==> src/hw/rtl/i2cbm_pkg.sv <==
`timescale 1ns / 1ps
// i2cbm_pkg: shared types and constants for the i2c bit master
// used by the step logic, the top level and the port checker

package i2cbm_pkg;

    // bus commands carried with each tick
    typedef enum logic [1:0] {
        OP_START = 2'd0,
        OP_STOP  = 2'd1,
        OP_WRITE = 2'd2,
        OP_READ  = 2'd3
    } op_t;

    // sequencer step to run when the current wait ends, idle when none
    typedef enum logic [2:0] {
        PH_IDLE = 3'd0,
        PH_1    = 3'd1,
        PH_2    = 3'd2,
        PH_3    = 3'd3,
        PH_4    = 3'd4,
        PH_5    = 3'd5,
        PH_6    = 3'd6,
        PH_7    = 3'd7
    } phase_t;

    // configuration register indexes
    localparam logic REG_SHORT_DELAY = 1'b0;
    localparam logic REG_LONG_DELAY  = 1'b1;

    // bits moved per byte transfer
    localparam logic [3:0] BITS_PER_BYTE = 4'd8;

    // payload widths on the stream ports
    localparam int S_TDATA_W = 16;
    localparam int M_TDATA_W = 16;

    // sequencer state apart from the delay counter
    typedef struct packed {
        phase_t      phase;
        op_t         aop;
        logic [3:0]  bit_cnt;
        logic [7:0]  shift;
        logic        scl;
        logic        drive;
        logic        level;
        logic        ack;
        logic        wait_long;
        logic [7:0]  read_hold;
    } seq_state_t;

endpackage

==> src/hw/rtl/i2c_bit_master_unit.sv <==
`timescale 1ns / 1ps
// i2c_bit_master_unit: top level of the tick-driven i2c bit master
// depends on i2cbm_pkg and i2cbm_step
//
// Usage:
//   The s_axis channel carries one timebase tick per transaction: a command
//   flag, the operation (start, stop, write byte, read byte), the byte to
//   write and the sampled sda level. Every accepted tick yields exactly one
//   m_axis transaction with the pin levels, busy, done, ack flag and the
//   last read byte, as they stand after that tick.
//   The result is registered and is on m_axis in the cycle after acceptance;
//   a new tick is taken every cycle unless m_axis stalls, the rate being set
//   by the single step of the sequencer between its state registers and the
//   output register. A command is taken only while idle; ticks during a
//   command still step the delay counter and the pin sequence. The delay
//   registers are written through cfg_we/cfg_addr/cfg_wdata, index 0 short
//   delay, index 1 long delay; the user must write them only while no command
//   is running (unchecked by the block). Reset puts the lines at scl high, sda
//   driven high, clears the state, loads delays of 2 and 4 ticks and empties
//   the output register. When m_axis_tready is low with a result held,
//   s_axis_tready drops and the sequencer holds until the result is taken.

module i2c_bit_master_unit #(
    parameter int DELAY_WIDTH = 12
) (
    input  logic                              aclk,
    input  logic                              aresetn,
    // tick input
    input  logic                              s_axis_tvalid,
    output logic                              s_axis_tready,
    // [0] command_valid, [2:1] operation, [10:3] write_data, [11] sda_sense
    input  logic [i2cbm_pkg::S_TDATA_W-1:0]   s_axis_tdata,
    // result output
    output logic                              m_axis_tvalid,
    input  logic                              m_axis_tready,
    // [0] scl_level, [1] sda_drive, [2] sda_level, [3] busy_res,
    // [4] done_res, [5] ack_missing, [13:6] read_data
    output logic [i2cbm_pkg::M_TDATA_W-1:0]   m_axis_tdata,
    // configuration writes
    input  logic                              cfg_we,
    input  logic                              cfg_addr,
    input  logic [DELAY_WIDTH-1:0]            cfg_wdata
);
    import i2cbm_pkg::*;

    localparam logic [DELAY_WIDTH-1:0] SHORT_RESET = DELAY_WIDTH'(2);
    localparam logic [DELAY_WIDTH-1:0] LONG_RESET  = DELAY_WIDTH'(4);

    seq_state_t               st_reg;
    seq_state_t               st_next;
    logic [DELAY_WIDTH-1:0]   cnt_reg;
    logic [DELAY_WIDTH-1:0]   cnt_next;
    logic [DELAY_WIDTH-1:0]   short_delay_reg;
    logic [DELAY_WIDTH-1:0]   long_delay_reg;
    logic                     out_valid_reg;
    logic [M_TDATA_W-1:0]     out_data_reg;
    logic                     done;
    logic                     accept;

    // take a tick whenever the output register is free or being emptied
    assign s_axis_tready = !out_valid_reg || m_axis_tready;
    assign accept        = s_axis_tvalid && s_axis_tready;
    assign m_axis_tvalid = out_valid_reg;
    assign m_axis_tdata  = out_data_reg;

    i2cbm_step #(
        .DELAY_WIDTH (DELAY_WIDTH)
    ) u_step (
        .cur         (st_reg),
        .cnt         (cnt_reg),
        .short_delay (short_delay_reg),
        .long_delay  (long_delay_reg),
        .cmd_valid   (s_axis_tdata[0]),
        .cmd_op      (op_t'(s_axis_tdata[2:1])),
        .wdata       (s_axis_tdata[10:3]),
        .sense       (s_axis_tdata[11]),
        .nxt         (st_next),
        .cnt_next    (cnt_next),
        .done        (done)
    );

    // delay configuration registers
    always_ff @(posedge aclk) begin
        if (!aresetn) begin
            short_delay_reg <= SHORT_RESET;
            long_delay_reg  <= LONG_RESET;
        end else if (cfg_we) begin
            if (cfg_addr == REG_SHORT_DELAY) begin
                short_delay_reg <= cfg_wdata;
            end
            if (cfg_addr == REG_LONG_DELAY) begin
                long_delay_reg <= cfg_wdata;
            end
        end
    end

    // sequencer state advances once per accepted tick
    always_ff @(posedge aclk) begin
        if (!aresetn) begin
            st_reg.phase     <= PH_IDLE;
            st_reg.aop       <= OP_START;
            st_reg.bit_cnt   <= '0;
            st_reg.shift     <= '0;
            st_reg.scl       <= 1'b1;
            st_reg.drive     <= 1'b1;
            st_reg.level     <= 1'b1;
            st_reg.ack       <= 1'b0;
            st_reg.wait_long <= 1'b0;
            st_reg.read_hold <= '0;
            cnt_reg          <= '0;
        end else if (accept) begin
            st_reg  <= st_next;
            cnt_reg <= cnt_next;
        end
    end

    // output register valid flag
    always_ff @(posedge aclk) begin
        if (!aresetn) begin
            out_valid_reg <= 1'b0;
        end else if (accept) begin
            out_valid_reg <= 1'b1;
        end else if (m_axis_tready) begin
            out_valid_reg <= 1'b0;
        end
    end

    // result payload
    always_ff @(posedge aclk) begin
        if (accept) begin
            out_data_reg <= {2'b00, st_next.read_hold, st_next.ack, done,
                             (st_next.phase != PH_IDLE), st_next.level,
                             st_next.drive, st_next.scl};
        end
    end

endmodule

==> src/hw/rtl/i2cbm_step.sv <==
`timescale 1ns / 1ps
// i2cbm_step: next-state logic of the i2c bit sequencer for one tick
// depends on i2cbm_pkg

module i2cbm_step #(
    parameter int DELAY_WIDTH = 12
) (
    input  i2cbm_pkg::seq_state_t   cur,
    input  logic [DELAY_WIDTH-1:0]  cnt,
    input  logic [DELAY_WIDTH-1:0]  short_delay,
    input  logic [DELAY_WIDTH-1:0]  long_delay,
    input  logic                    cmd_valid,
    input  i2cbm_pkg::op_t          cmd_op,
    input  logic [7:0]              wdata,
    input  logic                    sense,
    output i2cbm_pkg::seq_state_t   nxt,
    output logic [DELAY_WIDTH-1:0]  cnt_next,
    output logic                    done
);
    import i2cbm_pkg::*;

    localparam logic [DELAY_WIDTH-1:0] CNT_MAX = {DELAY_WIDTH{1'b1}};

    always_comb begin
        phase_t                 step;
        logic                   run;
        logic                   skip;
        logic                   w_set;
        logic                   w_long;
        phase_t                 w_next;
        logic                   fin;
        logic [DELAY_WIDTH-1:0] cnt_inc;
        logic [DELAY_WIDTH-1:0] tgt;

        nxt      = cur;
        cnt_next = cnt;
        step     = cur.phase;
        run      = 1'b0;
        skip     = 1'b0;
        w_set    = 1'b0;
        w_long   = 1'b0;
        w_next   = PH_IDLE;
        fin      = 1'b0;
        cnt_inc  = cnt;
        tgt      = short_delay;

        // idle: a command starts its first step on this tick
        // busy: count the wait, saturating, and step when it reaches the target
        if (cur.phase == PH_IDLE) begin
            if (cmd_valid) begin
                nxt.aop = cmd_op;
                run     = 1'b1;
            end
        end else begin
            cnt_inc  = (cnt == CNT_MAX) ? cnt : cnt + 1'b1;
            cnt_next = cnt_inc;
            tgt      = cur.wait_long ? long_delay : short_delay;
            run      = (cnt_inc >= tgt);
        end

        if (run) begin
            case (nxt.aop)
                // start condition: sda falls while scl high, then scl low
                OP_START: begin
                    case (step)
                        PH_IDLE: begin
                            w_set = 1'b1; w_long = 1'b1; w_next = PH_1;
                        end
                        PH_1: begin
                            nxt.level = 1'b0;
                            w_set = 1'b1; w_long = 1'b1; w_next = PH_2;
                        end
                        PH_2: begin
                            nxt.scl = 1'b0;
                            w_set = 1'b1; w_long = 1'b0; w_next = PH_3;
                        end
                        default: fin = 1'b1;
                    endcase
                end
                // stop condition: sda low, scl high, then sda high
                OP_STOP: begin
                    case (step)
                        PH_IDLE: begin
                            nxt.level = 1'b0;
                            w_set = 1'b1; w_long = 1'b0; w_next = PH_1;
                        end
                        PH_1: begin
                            nxt.scl = 1'b1;
                            w_set = 1'b1; w_long = 1'b1; w_next = PH_2;
                        end
                        PH_2: begin
                            nxt.level = 1'b1;
                            w_set = 1'b1; w_long = 1'b1; w_next = PH_3;
                        end
                        default: fin = 1'b1;
                    endcase
                end
                // write byte msb first, then release sda and sample the ack
                OP_WRITE: begin
                    if (step == PH_IDLE) begin
                        nxt.bit_cnt = '0;
                        nxt.shift   = wdata;
                        step        = PH_1;
                    end
                    if (step == PH_3) begin
                        nxt.scl     = 1'b0;
                        nxt.bit_cnt = nxt.bit_cnt + 4'd1;
                        if (nxt.bit_cnt < BITS_PER_BYTE) begin
                            step = PH_1;
                        end else begin
                            nxt.drive = 1'b0;
                            nxt.level = 1'b1;
                            w_set = 1'b1; w_long = 1'b0; w_next = PH_4;
                            skip  = 1'b1;
                        end
                    end
                    if (!skip) begin
                        case (step)
                            PH_1: begin
                                nxt.drive = 1'b1;
                                nxt.level = nxt.shift[7];
                                nxt.shift = {nxt.shift[6:0], 1'b0};
                                w_set = 1'b1; w_long = 1'b0; w_next = PH_2;
                            end
                            PH_2: begin
                                nxt.scl = 1'b1;
                                w_set = 1'b1; w_long = 1'b0; w_next = PH_3;
                            end
                            PH_4: begin
                                nxt.scl = 1'b1;
                                w_set = 1'b1; w_long = 1'b1; w_next = PH_5;
                            end
                            PH_5: begin
                                nxt.ack = sense;
                                w_set = 1'b1; w_long = 1'b1; w_next = PH_6;
                            end
                            PH_6: begin
                                nxt.scl = 1'b0;
                                w_set = 1'b1; w_long = 1'b0; w_next = PH_7;
                            end
                            default: begin
                                nxt.drive = 1'b1;
                                fin       = 1'b1;
                            end
                        endcase
                    end
                end
                // read byte msb first, then answer with ack (sda low)
                default: begin
                    case (step)
                        PH_IDLE: begin
                            nxt.drive   = 1'b0;
                            nxt.bit_cnt = '0;
                            nxt.shift   = '0;
                            w_set = 1'b1; w_long = 1'b0; w_next = PH_1;
                        end
                        PH_1: begin
                            nxt.scl = 1'b1;
                            w_set = 1'b1; w_long = 1'b1; w_next = PH_2;
                        end
                        PH_2: begin
                            nxt.shift = {nxt.shift[6:0], sense};
                            w_set = 1'b1; w_long = 1'b1; w_next = PH_3;
                        end
                        PH_3: begin
                            nxt.scl     = 1'b0;
                            nxt.bit_cnt = nxt.bit_cnt + 4'd1;
                            w_set       = 1'b1;
                            w_long      = 1'b0;
                            if (nxt.bit_cnt < BITS_PER_BYTE) begin
                                w_next = PH_1;
                            end else begin
                                nxt.drive = 1'b1;
                                nxt.level = 1'b0;
                                w_next    = PH_4;
                            end
                        end
                        PH_4: begin
                            nxt.scl = 1'b1;
                            w_set = 1'b1; w_long = 1'b0; w_next = PH_5;
                        end
                        default: begin
                            nxt.scl       = 1'b0;
                            nxt.level     = 1'b1;
                            nxt.read_hold = nxt.shift;
                            fin           = 1'b1;
                        end
                    endcase
                end
            endcase
        end

        // start the next wait or return to idle
        if (w_set) begin
            nxt.wait_long = w_long;
            nxt.phase     = w_next;
            cnt_next      = '0;
        end
        if (fin) begin
            nxt.phase = PH_IDLE;
        end
        done = fin;
    end

endmodule

==> config.mk <==
export PLATFORM = sky130hd
export DESIGN_NAME = i2c_bit_master_unit
export DESIGN_NICKNAME = d
export VERILOG_FILES = /design/src/hw/rtl/i2cbm_pkg.sv /design/src/hw/rtl/i2c_bit_master_unit.sv /design/src/hw/rtl/i2cbm_step.sv
export SDC_FILE = /design/constraint.sdc
export NUM_CORES = 1
export LEC_CHECK = 0
export BUFFER_PORTS_ARGS = -buffer_cell sky130_fd_sc_hd__buf_4
export CORE_MARGIN = 8
export CORE_UTILIZATION = 35
export DETAILED_ROUTE_END_ITERATION = 16
export GPL_TIMING_DRIVEN = 0
export SYNTH_ARGS = -nofsm -noshare
export SYNTH_HDL_FRONTEND = slang
export SYNTH_SLANG_ARGS = --single-unit
==> constraint.sdc <==
create_clock -name aclk -period 5.2 [get_ports aclk]
set_input_delay 1.04 -clock aclk [delete_from_list [all_inputs] [get_ports aclk]]
set_output_delay 1.04 -clock aclk [all_outputs]
set_load 0.02 [all_outputs]
# Word-level counts from Yosys, hierarchy flattened
# Cells that the tools add are included.
[word_totals] reg_bits=81 input_bits=34 output_inout_bits=18 elab_cells=146
[classes] add_sub_neg=3 magnitude_cmp=3 n_eq_ne=14 mux=81 bitwise=2 n_reduce_logical=28
[op_table] operator="two-way mux 12 bit" count=8
[op_table] operator="two-way mux 3 bit" count=15
[op_table] operator="two-way mux 8 bit" count=4
[op_table] operator="two-way mux 1 bit" count=30
[op_table] operator="case mux 3 bit (5 select lines)" count=2
[op_table] operator="case mux 12 bit (2 select lines)" count=1
[op_table] operator="case mux 1 bit (2 select lines)" count=9
[op_table] operator="case mux 8 bit (2 select lines)" count=1
[op_table] operator="OR reduction 2 bit" count=7
[op_table] operator="adder 12 x 1 -> 12 bit, second input constant" count=1
[op_table] operator="equality test 12 bit, second input constant" count=1
[op_table] operator="equality test 3 x 2 -> 1 bit, second input constant" count=4
[op_table] operator="equality test 3 bit, second input constant" count=4
[op_table] operator="greater-or-equal comparator 12 bit" count=1
[op_table] operator="OR reduction 5 bit" count=2
[op_table] operator="nonzero test 3 bit" count=3
[op_table] operator="adder 4 x 1 -> 4 bit, second input constant" count=2
[op_table] operator="< comparator 4 bit, second input constant" count=2
[op_table] operator="two-way mux 2 bit" count=4
[op_table] operator="two-way mux 4 bit" count=2
[op_table] operator="case mux 4 bit (2 select lines)" count=1
[op_table] operator="AND reduction 2 bit" count=4
[op_table] operator="AND reduction 4 bit" count=2
[op_table] operator="OR reduction 4 bit" count=2
[op_table] operator="other kinds (15)" count=19

# Depth between registers and ports, before layout
[logic_depth] word_depth=20 ltp_mapped=14 ltp_nobuf=12

# Modules after synthesis
# From an unflattened synthesis, not the netlist that was laid out.
[hier_totals] cells_unflattened=643 hier_area_um2=5412.7
[by_module_without_submodules] mod="i2c_bit_master_unit" n_inst=1 cells_each=312 area_each_um2=3091.7 seq_area_each_um2=1761.7
[by_module_without_submodules] mod="i2cbm_step" n_inst=1 cells_each=331 area_each_um2=2321.0 seq_area_each_um2=0.0

# Worst setup path before layout
# Ideal clock, no wire load.
[synth_timing] path_type="register -> register" start="reg cnt_reg[6]" end="reg out_data_reg[2], in the netlist m_axis_tdata[2], data pin" setup_time_ps=262 arrival_time_ps=3200 required_time_ps=4938 slack_ps=1738 path_stages_with_launch=15 n_path_buf=3 synth_period_minus_slack_ps=3462 cell_sequence="dfxtp_1 -> clkbuf_1 -> nand4_1 -> or4_1 -> clkbuf_1 -> nor2b_1 -> xor2_1 -> ha_1 -> a211o_1 -> a31oi_1 -> o21ai_1 -> a21oi_2 -> buf_2 -> nor2_1 -> mux2_1"
[synth_rtl] item="start: declaration" line="i2c_bit_master_unit.sv:51" rtl="logic [DELAY_WIDTH-1:0] cnt_reg;"
[synth_rtl] item="start signal: assignment" line="i2c_bit_master_unit.sv:113" rtl="cnt_reg <= cnt_next;"
[synth_rtl] item="end signal: assignment" line="i2c_bit_master_unit.sv:131" rtl="out_data_reg <= {2'b00, st_next.read_hold, st_next.ack, done,"
[synth_rtl] item="end: declaration" line="i2c_bit_master_unit.sv:56" rtl="logic [M_TDATA_W-1:0] out_data_reg;"

==> flow_summary.json <==
{
  "die-area_um2": 17600,
  "cts_buffers": 9,
  "grt_max_degree": 19,
  "worstHoldPathType": "reg2reg",
  "syn_inst": 559,
  "seq_area_frac_synth": 0.370,
  "worst-setup-path-type": "reg2reg",
  "tightest_slew_ns": 0.821,
  "highest_layer": "met4",
  "fillCellCount": 1384,
  "place_congestion": 0.900,
  "fin_setup_tns_ns": 0,
  "dp_hpwl_um": 10100,
  "ir_drop_mv": 0.245,
  "insertion_delay_ns": 0.35,
  "drc_errors": 0,
  "netlist_area_um2": 4760,
  "finalNetCount": 667,
  "cp.depth": 11,
  "num_io_pins": 52,
  "start_util": 0.359,
  "core_um2": 13200,
  "synth-edff-count": 14,
  "root_buffer": "clkbuf_16",
  "drv_slew": 0,
  "critPathLaunchType": "register",
  "rsz0062_at_grt": "no",
  "hold_viol_final": 0,
  "layout_common_cells": "104 x nand2_1, 67 x dfxtp_1, 48 x buf_4, 45 x a21oi_1, 35 x mux2i_1",
  "crit_buf_inv": 2,
  "fin_crit_ns": 4.04,
  "grt_overflow_total": 0,
  "dr_wl_met2_um": 6600,
  "track_usage": 0.156,
  "vias": 4400,
  "postCtsSetupRepairBufs": 0,
  "clockBufferDepth": 2,
  "syn_to_final_growth_pct": 17.9,
  "cts_tree": "yes",
  "status": "finished, final reports clean",
  "dp_cells": 780,
  "cap_violations": 0,
  "pwr_density_cell_nw_per_um2": 301,
  "largest_reg_flops": 30,
  "synth-seq-cells": 81,
  "final_common_cell": "nand2_1",
  "rows": 42,
  "async_reset_ff_frac": 0,
  "fin_crit_sh": 0.777,
  "drive_above_1_share": 0.150,
  "drt_iter0_drc": 254,
  "first_pass_iters": 4,
  "routed_via_density": 5.53,
  "wl_um": 13600,
  "port_buffers": 44,
  "crit_chain": "clkbuf_1 > nand4_1 > or4_1 > clkbuf_1 > mux2_2 > ha_1 > a31oi_1 > o21ai_1 > a21oi_2 > nor3_2 > mux2_2",
  "cts.repair.resized": 0,
  "max_freq_mhz": 248,
  "antenna_found_initial": 0,
  "critPathMaxFanout": 10,
  "fin_skew_ns": 0.00869,
  "yosys_warnings": 0,
  "holdBufCountCts": 0,
  "critPathMaxStageDelay_ns": 0.72,
  "wl_met3_um": 736,
  "avgRoutedWirePerCell_um": 17.1,
  "fp.dieW_um": 133,
  "cp_top_family": "simple AND/OR/NAND/NOR gates",
  "end_kind": "register",
  "crit_path_top_delay_cell": "nor3_2",
  "htreeDepth": 3,
  "clock-sinks": 81,
  "grt_pass1_wl_um": 22300,
  "p_leak_nw": 2.08,
  "required_ns": 5.30,
  "rr_worst_depth": 11,
  "synth.distinct_cells": 66,
  "ys.flop_type": "dfxtp_1",
  "grt_pass1_vias": 4340,
  "clk_pin_slew_worst_paths_ns": 0.06,
  "min_path_cells": 2,
  "antenna_cells": 0,
  "slew_headroom": 0.450,
  "setup_viol": 0,
  "wl_met1_um": 6020,
  "die_y_um": 133,
  "fin_cells": 796,
  "avgSynthCellArea_um2": 8.51,
  "ant_nets": 0,
  "crit_arrival_ns": 4.13
}
logic make-up (layout without fill, tap and decap cells):
family | count (synthesis) | after routing | synth area share
and+or+nand+nor | 221 | 221 | 0.225
AOI/OAI and AO/OA | 131 | 131 | 0.181
DFF | 81 | 81 | 0.370
muxes | 50 | 50 | 0.109
buffers and inverters | 42 | 102 | 0.0389
adders and majority gates | 18 | 18 | 0.0473
xor gates and xnor gates | 15 | 15 | 0.0276
other | 1 | 2 | 0.000788
final timing paths:
check                          start                        end  slack (ns)
max          cnt_reg[6]$_SDFFE_PN0P_  m_axis_tdata[8]$_DFFE_PP_        1.16
min reg2reg   st_reg[0]$_SDFFE_PN0P_     st_reg[0]$_SDFFE_PN0P_        0.45
max reg2reg  cnt_reg[6]$_SDFFE_PN0P_  m_axis_tdata[8]$_DFFE_PP_        1.16
min           st_reg[0]$_SDFFE_PN0P_     st_reg[0]$_SDFFE_PN0P_        0.45
through the flow:
stage	utilization	power, mW	hold WS [ns]	cell area [um2]	worst slack, ns
6_report	0.424	1.69	0.455	5610	1.16
5_1_grt	0.424	1.77	0.472	5610	0.879
4_1_cts	0.424	1.70	0.455	5610	1.16
3_5_place_dp	0.401	1.05	0.446	5310	1.19
3_3_place_gp	0.401	1.05	0.441	5310	1.24
2_1_floorplan	-	0.935	0.432	4760	1.74
cells in the mapped netlist, types with 3 or more instances:
| master | number | area [um2] |
|---|---|---|
| mux2i_1 | 35 | 350 |
| nor3_1 | 9 | 45.0 |
| a32oi_1 | 5 | 43.8 |
| a31oi_1 | 6 | 37.5 |
| edfxtp_1 | 14 | 420 |
| a211oi_1 | 3 | 22.5 |
| o211ai_1 | 5 | 37.5 |
| or3_1 | 6 | 37.5 |
| buf_4 | 4 | 30.0 |
| a21oi_1 | 45 | 225 |
| nand4_1 | 4 | 25.0 |
| nand2_1 | 104 | 390 |
| inv_1 | 8 | 30.0 |
| mux2_2 | 14 | 158 |
| o22ai_1 | 8 | 50.1 |
| dfxtp_1 | 67 | 1340 |
| clkbuf_1 | 21 | 78.8 |
| nor2_1 | 30 | 113 |
| ha_1 | 18 | 225 |
| o311ai_0 | 4 | 35.0 |
| xnor2_1 | 8 | 70.1 |
| a2bb2oi_1 | 7 | 61.3 |
| o21ai_0 | 19 | 95.1 |
| or4_1 | 5 | 37.5 |
| nor2b_1 | 7 | 43.8 |
| and2_1 | 6 | 37.5 |
| nand3_1 | 21 | 105 |
| nand2b_1 | 15 | 93.8 |
| nor3_2 | 4 | 40.0 |
| a311oi_1 | 3 | 26.3 |
| buf_2 | 4 | 20.0 |
| xor2_1 | 7 | 61.3 |
| a21o_1 | 3 | 22.5 |
worst min-delay path, delay by kind of cell (launching register included):
family / cells / cell delay, ns
DFF: 1 / 0.31
and+or+nand+nor: 1 / 0.05
muxes: 1 / 0.05
metal layers:
metal | up-vias | global-route usage
met3 | 24 | 0.0386
met2 | 129 | 0.271
met4 | 0 | 0.0650
met1 | 2111 | 0.180
li1 | 2136 | -
met5 | - | 0
final cells by class:
cell class	instances	area (um2)	area share
Buffer	32	148	0.0263
Clock buffer	11	243	0.0433
Clock inverter	5	56.3	0.0100
Inverter	10	37.5	0.00669
Multi-Input combinational cell	437	2820	0.502
Sequential cell	81	1760	0.314
Tap cell	176	220	0.0392
Timing Repair Buffer	44	330	0.0589
report_power, final:
| part | switching [mW] | internal (mW) | total, mW |
|---|---|---|---|
| registers | 0.0163 | 0.666 | 0.683 |
| logic | 0.224 | 0.137 | 0.361 |
| clock network | 0.261 | 0.384 | 0.645 |
| total | 0.501 | 1.19 | 1.69 |
(Power assumes the default switching activity.)
